--- src/hdl/b64te_pkg.sv ---
package b64te_pkg;

    localparam int BYTE_W      = 8;
    localparam int CHAR_W      = 7;
    localparam int DIGIT_W     = 6;
    localparam int CARRY_W     = 4;
    localparam int GROUP_CHARS = 4;
    localparam int SLOT_W      = $clog2(GROUP_CHARS);
    localparam int QUEUE_DEPTH = 2;

    localparam logic [1:0] PHASE_FIRST  = 2'd0;
    localparam logic [1:0] PHASE_SECOND = 2'd1;
    localparam logic [1:0] PHASE_THIRD  = 2'd2;

    localparam logic [CHAR_W-1:0] PAD_CHAR = 7'h2D;

    // one request worth of output characters
    typedef struct packed {
        logic [GROUP_CHARS-1:0][DIGIT_W-1:0] digit;
        logic [GROUP_CHARS-1:0]              pad;
        logic [SLOT_W-1:0]                   last_slot;
        logic                                eot;
    } cmd_t;

    function automatic logic [CHAR_W-1:0] digit_char(input logic [DIGIT_W-1:0] d);
        logic [CHAR_W-1:0] dx;
        logic [CHAR_W-1:0] ch;
        dx = {1'b0, d};
        if (d < 6'd26)
        begin
            ch = 7'h41 + dx;
        end
        else if (d < 6'd52)
        begin
            ch = 7'h61 + (dx - 7'd26);
        end
        else if (d < 6'd62)
        begin
            ch = 7'h30 + (dx - 7'd52);
        end
        else if (d == 6'd62)
        begin
            ch = 7'h2E;
        end
        else
        begin
            ch = 7'h5F;
        end
        return ch;
    endfunction

endpackage

--- src/hdl/b64te_queue.sv ---
module b64te_queue
    import b64te_pkg::*;
(
    input  logic clk,
    input  logic rst_n,
    input  logic push,
    input  cmd_t push_cmd,
    output logic full,
    input  logic pop,
    output logic head_valid,
    output cmd_t head_cmd
);

    localparam int PTR_W   = (QUEUE_DEPTH > 1) ? $clog2(QUEUE_DEPTH) : 1;
    localparam int COUNT_W = $clog2(QUEUE_DEPTH + 1);
    localparam logic [PTR_W-1:0]   LAST_PTR  = PTR_W'(QUEUE_DEPTH - 1);
    localparam logic [COUNT_W-1:0] MAX_COUNT = COUNT_W'(QUEUE_DEPTH);

    cmd_t               entries_reg [QUEUE_DEPTH];
    logic [PTR_W-1:0]   wr_ptr_reg;
    logic [PTR_W-1:0]   rd_ptr_reg;
    logic [COUNT_W-1:0] count_reg;
    logic [COUNT_W-1:0] count_next;

    assign full       = (count_reg == MAX_COUNT);
    assign head_valid = (count_reg != '0);
    assign head_cmd   = entries_reg[rd_ptr_reg];

    always_comb
    begin
        count_next = count_reg;
        if (push && !pop)
        begin
            count_next = count_reg + 1'b1;
        end
        else if (pop && !push)
        begin
            count_next = count_reg - 1'b1;
        end
    end

    always_ff @(posedge clk)
    begin
        if (push)
        begin
            entries_reg[wr_ptr_reg] <= push_cmd;
        end
    end

    always_ff @(posedge clk or negedge rst_n)
    begin
        if (!rst_n)
        begin
            wr_ptr_reg <= '0;
            rd_ptr_reg <= '0;
            count_reg  <= '0;
        end
        else
        begin
            if (push)
            begin
                wr_ptr_reg <= (wr_ptr_reg == LAST_PTR) ? '0 : wr_ptr_reg + 1'b1;
            end
            if (pop)
            begin
                rd_ptr_reg <= (rd_ptr_reg == LAST_PTR) ? '0 : rd_ptr_reg + 1'b1;
            end
            count_reg <= count_next;
        end
    end

    assert property (@(posedge clk) disable iff (!rst_n) count_reg <= MAX_COUNT)
        else $error("queue count beyond depth");

    assert property (@(posedge clk) disable iff (!rst_n) push |-> !full)
        else $error("request pushed into full queue");

    assert property (@(posedge clk) disable iff (!rst_n) pop |-> head_valid)
        else $error("pop from empty queue");

endmodule

--- config.mk ---
export PLATFORM = sky130hd
export DESIGN_NAME = b64te_queue
export DESIGN_NICKNAME = d
export VERILOG_FILES = /design/src/hdl/b64te_pkg.sv /design/src/hdl/b64te_queue.sv
export SDC_FILE = /design/constraint.sdc
export NUM_CORES = 1
export LEC_CHECK = 0
export BUFFER_PORTS_ARGS = -buffer_cell sky130_fd_sc_hd__buf_2
export CORE_MARGIN = 2
export CORE_UTILIZATION = 54
export CTS_BUF_LIST = sky130_fd_sc_hd__clkbuf_8
export DETAILED_ROUTE_END_ITERATION = 7
export GPL_ROUTABILITY_DRIVEN = 0
export PLACE_DENSITY = 0.92
export SYNTH_ARGS = -nofsm -noshare
export SYNTH_HDL_FRONTEND = slang
export SYNTH_SLANG_ARGS = --single-unit
--- constraint.sdc ---
create_clock -name clk -period 2.9 [get_ports clk]
set_clock_uncertainty 0.2 [all_clocks]
set_input_delay 0.145 -clock clk [delete_from_list [all_inputs] [get_ports clk]]
set_output_delay 0.145 -clock clk [all_outputs]
set_load 0.005 [all_outputs]
==> results of run 1 <==
-- synth_stat cells (all sizes together) --
cell | number | share of area (%)
edfxtp | 62 | 72
mux2 | 31 | 18
buf | 4 | 2.8
dfrtp | 4 | 3.9
xor2 | 4 | 1.4
nor2b | 2 | 0.48
and2 | 1 | 0.24
ha | 1 | 0.48
inv | 1 | 0.15
nor2 | 1 | 0.15
or2 | 1 | 0.24
xnor2 | 1 | 0.34
-- layout make-up --
class	count	share of cell area, %
flip-flops and latches	66	56.5
repair buffers	104	20.5
well taps	54	1.95
clock inverters	6	1.44
inverters	1	0.108
multi-input cells	42	15.9
clock buffers	9	3.57
-- power groups by stage --
stage | logic [W] | clock network (W) | registers, W
floorplan | 0.000683 | 0 | 0.00134
global placement | 0.000871 | 0 | 0.00135
detailed placement | 0.000892 | 0 | 0.00136
CTS | 0.000929 | 0.000694 | 0.00134
global route | 0.000989 | 0.000732 | 0.00136
finish | 0.000916 | 0.000674 | 0.00134
-- per-stage QoR --
stage | std cells | cell area, um^2 | setup WS, ns | power [W] | utilization, %
after CTS | 282 | 3470 | 0.870 | 0.00296 | 74.5
after global routing | 282 | 3470 | 0.822 | 0.00308 | 74.5
after floorplan | 113 | 2580 | 0.479 | 0.00202 | -
after detailed placement | 232 | 2950 | 1.14 | 0.00225 | 63.2
final | 282 | 3470 | 0.903 | 0.00293 | 74.5
after global placement | 232 | 2950 | 1.19 | 0.00222 | 63.2
-- critical path: cells and delay by family (launching register included) --
| family | cells | cell delay (ns) |
|---|---|---|
| buffers and inverters | 2 | 0.60 |
| multiplexers | 1 | 0.39 |
| flip-flops | 1 | 0.34 |
-- layer usage --
layer	vias to the layer above	global-route usage [%]	part of all wire (%)
li1	653	-	-
met1	659	20.2	42
met2	43	29.8	53
met3	6	4.42	4.3
met4	0	6.79	1.1
met5	-	0	0
-- timing repair --
item,4_1_cts,5_1_grt
hold endpoints to repair,68,0
hold buffers,35,0
setup endpoints to repair,0,0
-- kinds of logic after synthesis --
group         share of synthesized area (%)
mux                                    17.7
xor+xnor                               1.70
simple gates                           1.12
flops                                  76.0
buf+inv                                2.91
fa+ha+maj                             0.485
-- worst paths after layout --
check                                         startpoint                            to  slack [ns]  cells past startpoint
worst max-delay path              rd_ptr_reg$_DFFE_PN0P_                  head_cmd[10]        0.90                      3
worst min-delay path            count_reg[1]$_DFFE_PN0P_      count_reg[1]$_DFFE_PN0P_        0.29                      1
worst max register to register    wr_ptr_reg$_DFFE_PN0P_  entries_reg[0][11]$_DFFE_PP_        1.17                      1
worst min register to register  count_reg[1]$_DFFE_PN0P_      count_reg[1]$_DFFE_PN0P_        0.29                      1
max in group asynchronous                          rst_n        rd_ptr_reg$_DFFE_PN0P_        1.80                      3
min in group asynchronous                          rst_n        wr_ptr_reg$_DFFE_PN0P_        0.52                      3
==> flow_metrics.tcl, run 1 <==
set metrics [dict create \
    syn-num-nets 149 \
    track_usage_pct 17.1 \
    p_int_w 0.00218 \
    yosysSeqAreaShare_pct 76.0 \
    slowest_stage "buf_4" \
    seqCellArea_mm2 0.00196 \
    whs_ns 0.294 \
    cts_root_buffer "clkbuf_8" \
    setup_tns_ns 0 \
    path_class "register to primary output" \
    cts_buffers 9 \
    insertion_delay_ns 0.31 \
    p_clk_share_pct 23.0 \
    cp.arrival_ns 1.65 \
    antenna_left 0 \
    drt_iter0_drc 77 \
    largest_reg_flops 62 \
    cts_tree "yes" \
    antenna_found_initial 0 \
    start_kind "register" \
    slew_viol_final 0 \
    port_buffers 67 \
    final_hold_viol_count 0 \
    cp_data_required_time_ns 2.56 \
    antennaDiodeCount 0 \
    layout_commonest_cell "buf_2" \
    dieArea_mm2 0.00535 \
    p_comb_share_pct 31.2 \
    fin_nets 260 \
    die_x_um 73.1 \
    maxCapViolCount 0 \
    syn-mean-instance-area_um2 22.8 \
    htreeDepth 3 \
    p_sw_w 0.000750 \
    p_leak_nw 1.44 \
    drc 0 \
    area_growth_pct 34.6 \
    via_per_inst 4.83 \
    grt_max_degree 33 \
    fmax_mhz 501 \
    routedWlPerCell_um 15.2 \
    min_period_ns 2.00 \
    die_y_um 73.1 \
    ir_worst_vdd_mv 0.746 \
    synthCells 113 \
    clkTransAtPathRegs_ns 0.06 \
    crit_path_max_fanout 32 \
    core_area_mm2 0.00466 \
    grt_pass1_vias 1425 \
    dp_hpwl_mm 2.59 \
    vias 1361 \
    relSlewSlack_pct 40.7 \
    cts.sinks 66 \
    power_frac_seq_pct 45.8 \
    layout-drive-gt1-share_pct 50.0 \
    fin_crit_sh_pct 68.8 \
    hold_class "register to register" \
    tightest_slew_ns 0.887 \
    switching_share_pct 25.6 \
    ys_ff_latch 66 \
    cts_buffer_depth 2 \
    postCtsSetupBuffers 0 \
    setup_viol 0 \
    multiInputGateArea_um2 551 \
    cts_resized 0 \
    nFillCells 267 \
    drtPass1Iterations 4 \
    mappedNetlistArea_mm2 0.00258 \
    yosysWarnings 0 \
    initial_core_util_pct 55.4 \
    synthDistinctLibCells 14 \
    ios 68 \
    overflow 0 \
    power_density_mw_per_mm2 844 \
    grt_first_pass_wirelength_mm 6.62 \
    crit_chain "buf_4 > mux2_2 > buf_2" \
    cpPeakStageDelay_ns 0.48 \
    rsz0062_at_grt "false" \
    drt_wl_total_mm 4.29 \
    layout_common_cells "67 x buf_2, 62 x edfxtp_1, 35 x dlygate4sd3_1" \
    setup.worst_path.end_class "primary output" \
    status "finished clean" \
    row_count 25 \
]
(Power assumes the default switching activity.)
==> run 2, diff against run 1 <==
- clock period: 2.9 -> 1.9 ns (I/O delays scaled with it)
==> flow_metrics.tcl, run 2 (same netlist as run 1, synthesis figures left out) <==
set metrics [dict create \
    clkTransAtPathRegs_ns 0.06 \
    setup_tns_ns 0 \
    initial_core_util_pct 55.4 \
    tightest_slew_ns 0.232 \
    cts_tree "yes" \
    hold_class "input pin to register" \
    r2r_cells 2 \
    layout_commonest_cell "buf_2" \
    final_hold_viol_count 0 \
    drt_wl_total_mm 4.26 \
    r2r-start "wr_ptr_reg$_DFFE_PN0P_" \
    overflow 0 \
    largest_reg_flops 62 \
    row_count 25 \
    whs_ns 0.285 \
    antenna_found_initial 0 \
    antenna_left 0 \
    via_per_inst 4.77 \
    htreeDepth 3 \
    power_density_mw_per_mm2 1270 \
    cts.sinks 66 \
    vias 1365 \
    track_usage_pct 17.4 \
    cts_buffers 9 \
    layout_common_cells "67 x buf_2, 62 x edfxtp_1, 35 x dlygate4sd3_1" \
    cts_root_buffer "clkbuf_8" \
    drc 0 \
    fin_crit_sh_pct 96.5 \
    min_period_ns 1.83 \
    cp-endpoint "head_cmd[23]" \
    relSlewSlack_pct 84.5 \
    die_x_um 73.1 \
    slew_viol_final 0 \
    path_class "register to primary output" \
    core_area_mm2 0.00466 \
    crit_path_max_fanout 13 \
    ir_worst_vdd_mv 0.763 \
    drt_iter0_drc 68 \
    grt_pass1_vias 1442 \
    dieArea_mm2 0.00535 \
    rsz0062_at_grt "false" \
    insertion_delay_ns 0.33 \
    setup.worst_path.end_class "primary output" \
    fin_nets 263 \
    p_leak_nw 1.46 \
    drtPass1Iterations 3 \
    cp.arrival_ns 1.54 \
    dp_hpwl_mm 2.46 \
    fmax_mhz 546 \
    cp_data_required_time_ns 1.60 \
    setup_viol 0 \
    antennaDiodeCount 0 \
    ios 68 \
    routedWlPerCell_um 14.9 \
    postCtsSetupBuffers 0 \
    grt_max_degree 32 \
    cts_buffer_depth 2 \
    maxCapViolCount 0 \
    regToRegEndpoint "entries_reg[1][19]$_DFFE_PP_" \
    die_y_um 73.1 \
    start_kind "register" \
    reg2reg_slack_ns 0.56 \
    startpoint "rd_ptr_reg$_DFFE_PN0P_" \
    status "finished clean" \
    grt_first_pass_wirelength_mm 6.51 \
    layout-drive-gt1-share_pct 50.4 \
    area_growth_pct 35.7 \
    port_buffers 67 \
]
-- run 2: repair_timing --
action | in CTS | in global routing
endpoints found under the hold margin | 69 | 0
gates resized for setup | 0 | 1
endpoints found under the setup margin | 0 | 22
hold buffers | 35 | 0
-- run 2: critical path, stage by stage (launching register included) --
cell and delay [ns]:
dfrtp_4 0.58, buf_12 0.19, mux2_4 0.30, buf_2 0.13
-- run 2: worst min path at each step --
stage / cells past startpoint / slack, ns / from / end
after floorplan: 0 / -0.40 / rst_n / count_reg[0]$_DFFE_PN0P_
after global placement: 1 / -0.29 / rst_n / count_reg[1]$_DFFE_PN0P_
after detailed placement: 1 / -0.29 / rst_n / count_reg[1]$_DFFE_PN0P_
after CTS: 2 / 0.27 / push_cmd[0] / entries_reg[1][0]$_DFFE_PP_
after global routing: 2 / 0.29 / push_cmd[7] / entries_reg[0][7]$_DFFE_PP_
final: 2 / 0.28 / push_cmd[4] / entries_reg[1][4]$_DFFE_PP_
-- run 2: cell type report --
type | count | area, um^2
Clock inverter | 7 | 28.8
Sequential cell | 66 | 1970
Tap cell | 54 | 67.6
Inverter | 1 | 3.75
Fill cell | 280 | 1160
Clock buffer | 9 | 124
Multi-Input combinational cell | 42 | 551
Timing Repair Buffer | 107 | 761
-- run 2: per-layer routing --
metal  routed length (um)  vias up  part of all wire [%]  global-route usage, %
met5                    0        -                     0                      0
met4                   76        0                   1.8                   9.88
met1                 1720      640                    40                   19.3
met3                  216        7                   5.1                   4.14
li1                     -      663                     -                      -
met2                 2250       55                    53                   30.4
-- run 2: report_power, final --
group / switching, W / internal, W / leakage, nW
Sequential: 0.000161 / 0.00195 / 0.628
Combinational: 0.000545 / 0.000884 / 0.744
Clock: 0.000466 / 0.000445 / 0.0879
-- run 2: through the flow --
step	setup WS (ns)	std cells	area [um^2]	total power, W	util, %
after floorplan	0.0636	113	2580	0.00309	-
after global placement	0.405	235	3000	0.00347	64.3
after detailed placement	0.385	235	3000	0.00351	64.3
after CTS	0.0142	286	3500	0.00447	75.1
after global routing	0.0262	286	3500	0.00468	75.1
final	0.0669	286	3500	0.00445	75.1
==> run 3, diff against run 2 <==
- CTS_CLUSTER_SIZE: unset -> 40
- clock period: 1.9 -> 2.09 ns (I/O delays scaled with it)
==> flow_metrics.tcl, run 3 (same netlist as run 1, synthesis figures left out) <==
set metrics [dict create \
    status "finished clean" \
    start_kind "register" \
    p_leak_nw 1.45 \
    min_period_ns 1.77 \
    cts_buffer_depth 2 \
    power_frac_seq_pct 46.7 \
    layout-drive-gt1-share_pct 50.4 \
    crit_chain "buf_4 > mux2_2 > buf_2" \
    layout_commonest_cell "buf_2" \
    critPathTopFamily "buffers and inverters" \
    slew_viol_final 0 \
    routedWlPerCell_um 15.9 \
    p_comb_share_pct 32.3 \
    drtPass1Iterations 4 \
    cts_root_buffer "clkbuf_8" \
    fin_crit_sh_pct 84.7 \
    crit_path_max_fanout 15 \
    cp.arrival_ns 1.46 \
    switching_share_pct 27.0 \
    insertion_delay_ns 0.34 \
    path_buf_inv 2 \
    htreeDepth 3 \
    path_class "register to primary output" \
    die_y_um 73.1 \
    die_x_um 73.1 \
    dieArea_mm2 0.00535 \
    power_density_mw_per_mm2 1150 \
    fmax_mhz 565 \
    grt_first_pass_wirelength_mm 7.05 \
    final_hold_viol_count 0 \
    drc 0 \
    drt_wl_total_mm 4.55 \
    hold_class "input pin to register" \
    relSlewSlack_pct 72.2 \
    tightest_slew_ns 0.417 \
    fin_nets 263 \
    cts_resized 0 \
    row_count 25 \
    setup_tns_ns 0 \
    p_sw_w 0.00108 \
    p_clk_share_pct 21.0 \
    p_int_w 0.00291 \
    cts_buffers 9 \
    postCtsSetupBuffers 0 \
    ios 68 \
    overflow 0 \
    setup_viol 0 \
    grt_pass1_vias 1458 \
    layout_common_cells "67 x buf_2, 62 x edfxtp_1, 35 x dlygate4sd3_1" \
    cp_data_required_time_ns 1.79 \
    maxCapViolCount 0 \
    port_buffers 67 \
    largest_reg_flops 62 \
    whs_ns 0.293 \
    track_usage_pct 18.8 \
    vias 1380 \
    drt_iter0_drc 72 \
    initial_core_util_pct 55.4 \
    setup.worst_path.end_class "primary output" \
    antennaDiodeCount 0 \
    antenna_left 0 \
    rsz0062_at_grt "false" \
    area_growth_pct 34.1 \
    ir_worst_vdd_mv 0.719 \
    grt_max_degree 32 \
    cpPeakStageDelay_ns 0.37 \
    core_area_mm2 0.00466 \
    antenna_found_initial 0 \
    slowest_stage "mux2_2" \
    cts.sinks 66 \
    clkTransAtPathRegs_ns 0.07 \
    cts_tree "yes" \
    via_per_inst 4.83 \
]
run 3: cell counts in the layout (fill, tap and decap cells not counted):
Identical to the previous run, type by type.
run 3: power by group through the flow:
stage	logic, W	registers [W]	clock network [W]
3_5_place_dp	0.00124	0.00189	0
5_1_grt	0.00140	0.00189	0.000919
4_1_cts	0.00130	0.00186	0.000846
6_report	0.00129	0.00186	0.000838
3_3_place_gp	0.00124	0.00186	0
2_1_floorplan	0.000949	0.00186	0
run 3: worst register-to-register path: cells and delay by family, from the launching register on:
kind	cells	cell delay, ns
flops	1	0.42
buf+inv	1	0.37
simple gates	1	0.11
run 3: cell type report:
class | count | area [um^2]
flip-flops and latches | 66 | 1960
fillers | 272 | 1200
repair buffers | 107 | 723
multi-input cells | 42 | 551
clock buffers | 9 | 124
well taps | 54 | 67.6
clock inverters | 7 | 28.8
inverters | 1 | 3.75
run 3: final timing paths:
check | slack [ns] | cells past startpoint | endpoint | start
setup / recovery | 0.32 | 3 | head_cmd[10] | rd_ptr_reg$_DFFE_PN0P_
hold / removal | 0.29 | 2 | entries_reg[0][0]$_DFFE_PP_ | push_cmd[0]
setup reg to reg | 0.62 | 2 | entries_reg[0][25]$_DFFE_PP_ | wr_ptr_reg$_DFFE_PN0P_
hold reg to reg | 0.31 | 1 | count_reg[1]$_DFFE_PN0P_ | count_reg[1]$_DFFE_PN0P_
max in group asynchronous | 1.00 | 3 | rd_ptr_reg$_DFFE_PN0P_ | rst_n
min in group asynchronous | 0.49 | 3 | count_reg[1]$_DFFE_PN0P_ | rst_n
run 3: per-layer routing:
layer,wire [um],global-route usage [%],vias up
met5,0,0,-
met4,48,7.20,0
met3,271,8.43,6
met2,2370,31.0,53
met1,1860,21.4,659
li1,-,-,662
run 3: through the flow:
| step | total power, W | setup slack, ns | util, % | area (um^2) | instances |
|---|---|---|---|---|---|
| 2_1_floorplan | 0.00281 | 0.254 | - | 2580 | 113 |
| 3_3_place_gp | 0.00310 | 0.644 | 63.5 | 2960 | 235 |
| 3_5_place_dp | 0.00313 | 0.629 | 63.5 | 2960 | 235 |
| 4_1_cts | 0.00400 | 0.311 | 74.3 | 3460 | 286 |
| 5_1_grt | 0.00420 | 0.253 | 74.3 | 3460 | 286 |
| 6_report | 0.00399 | 0.321 | 74.3 | 3460 | 286 |
run 3: timing repair:
item | in CTS | in global routing
endpoints found under the hold margin | 68 | 0
hold buffers | 35 | 0
setup endpoints to repair | 0 | 0
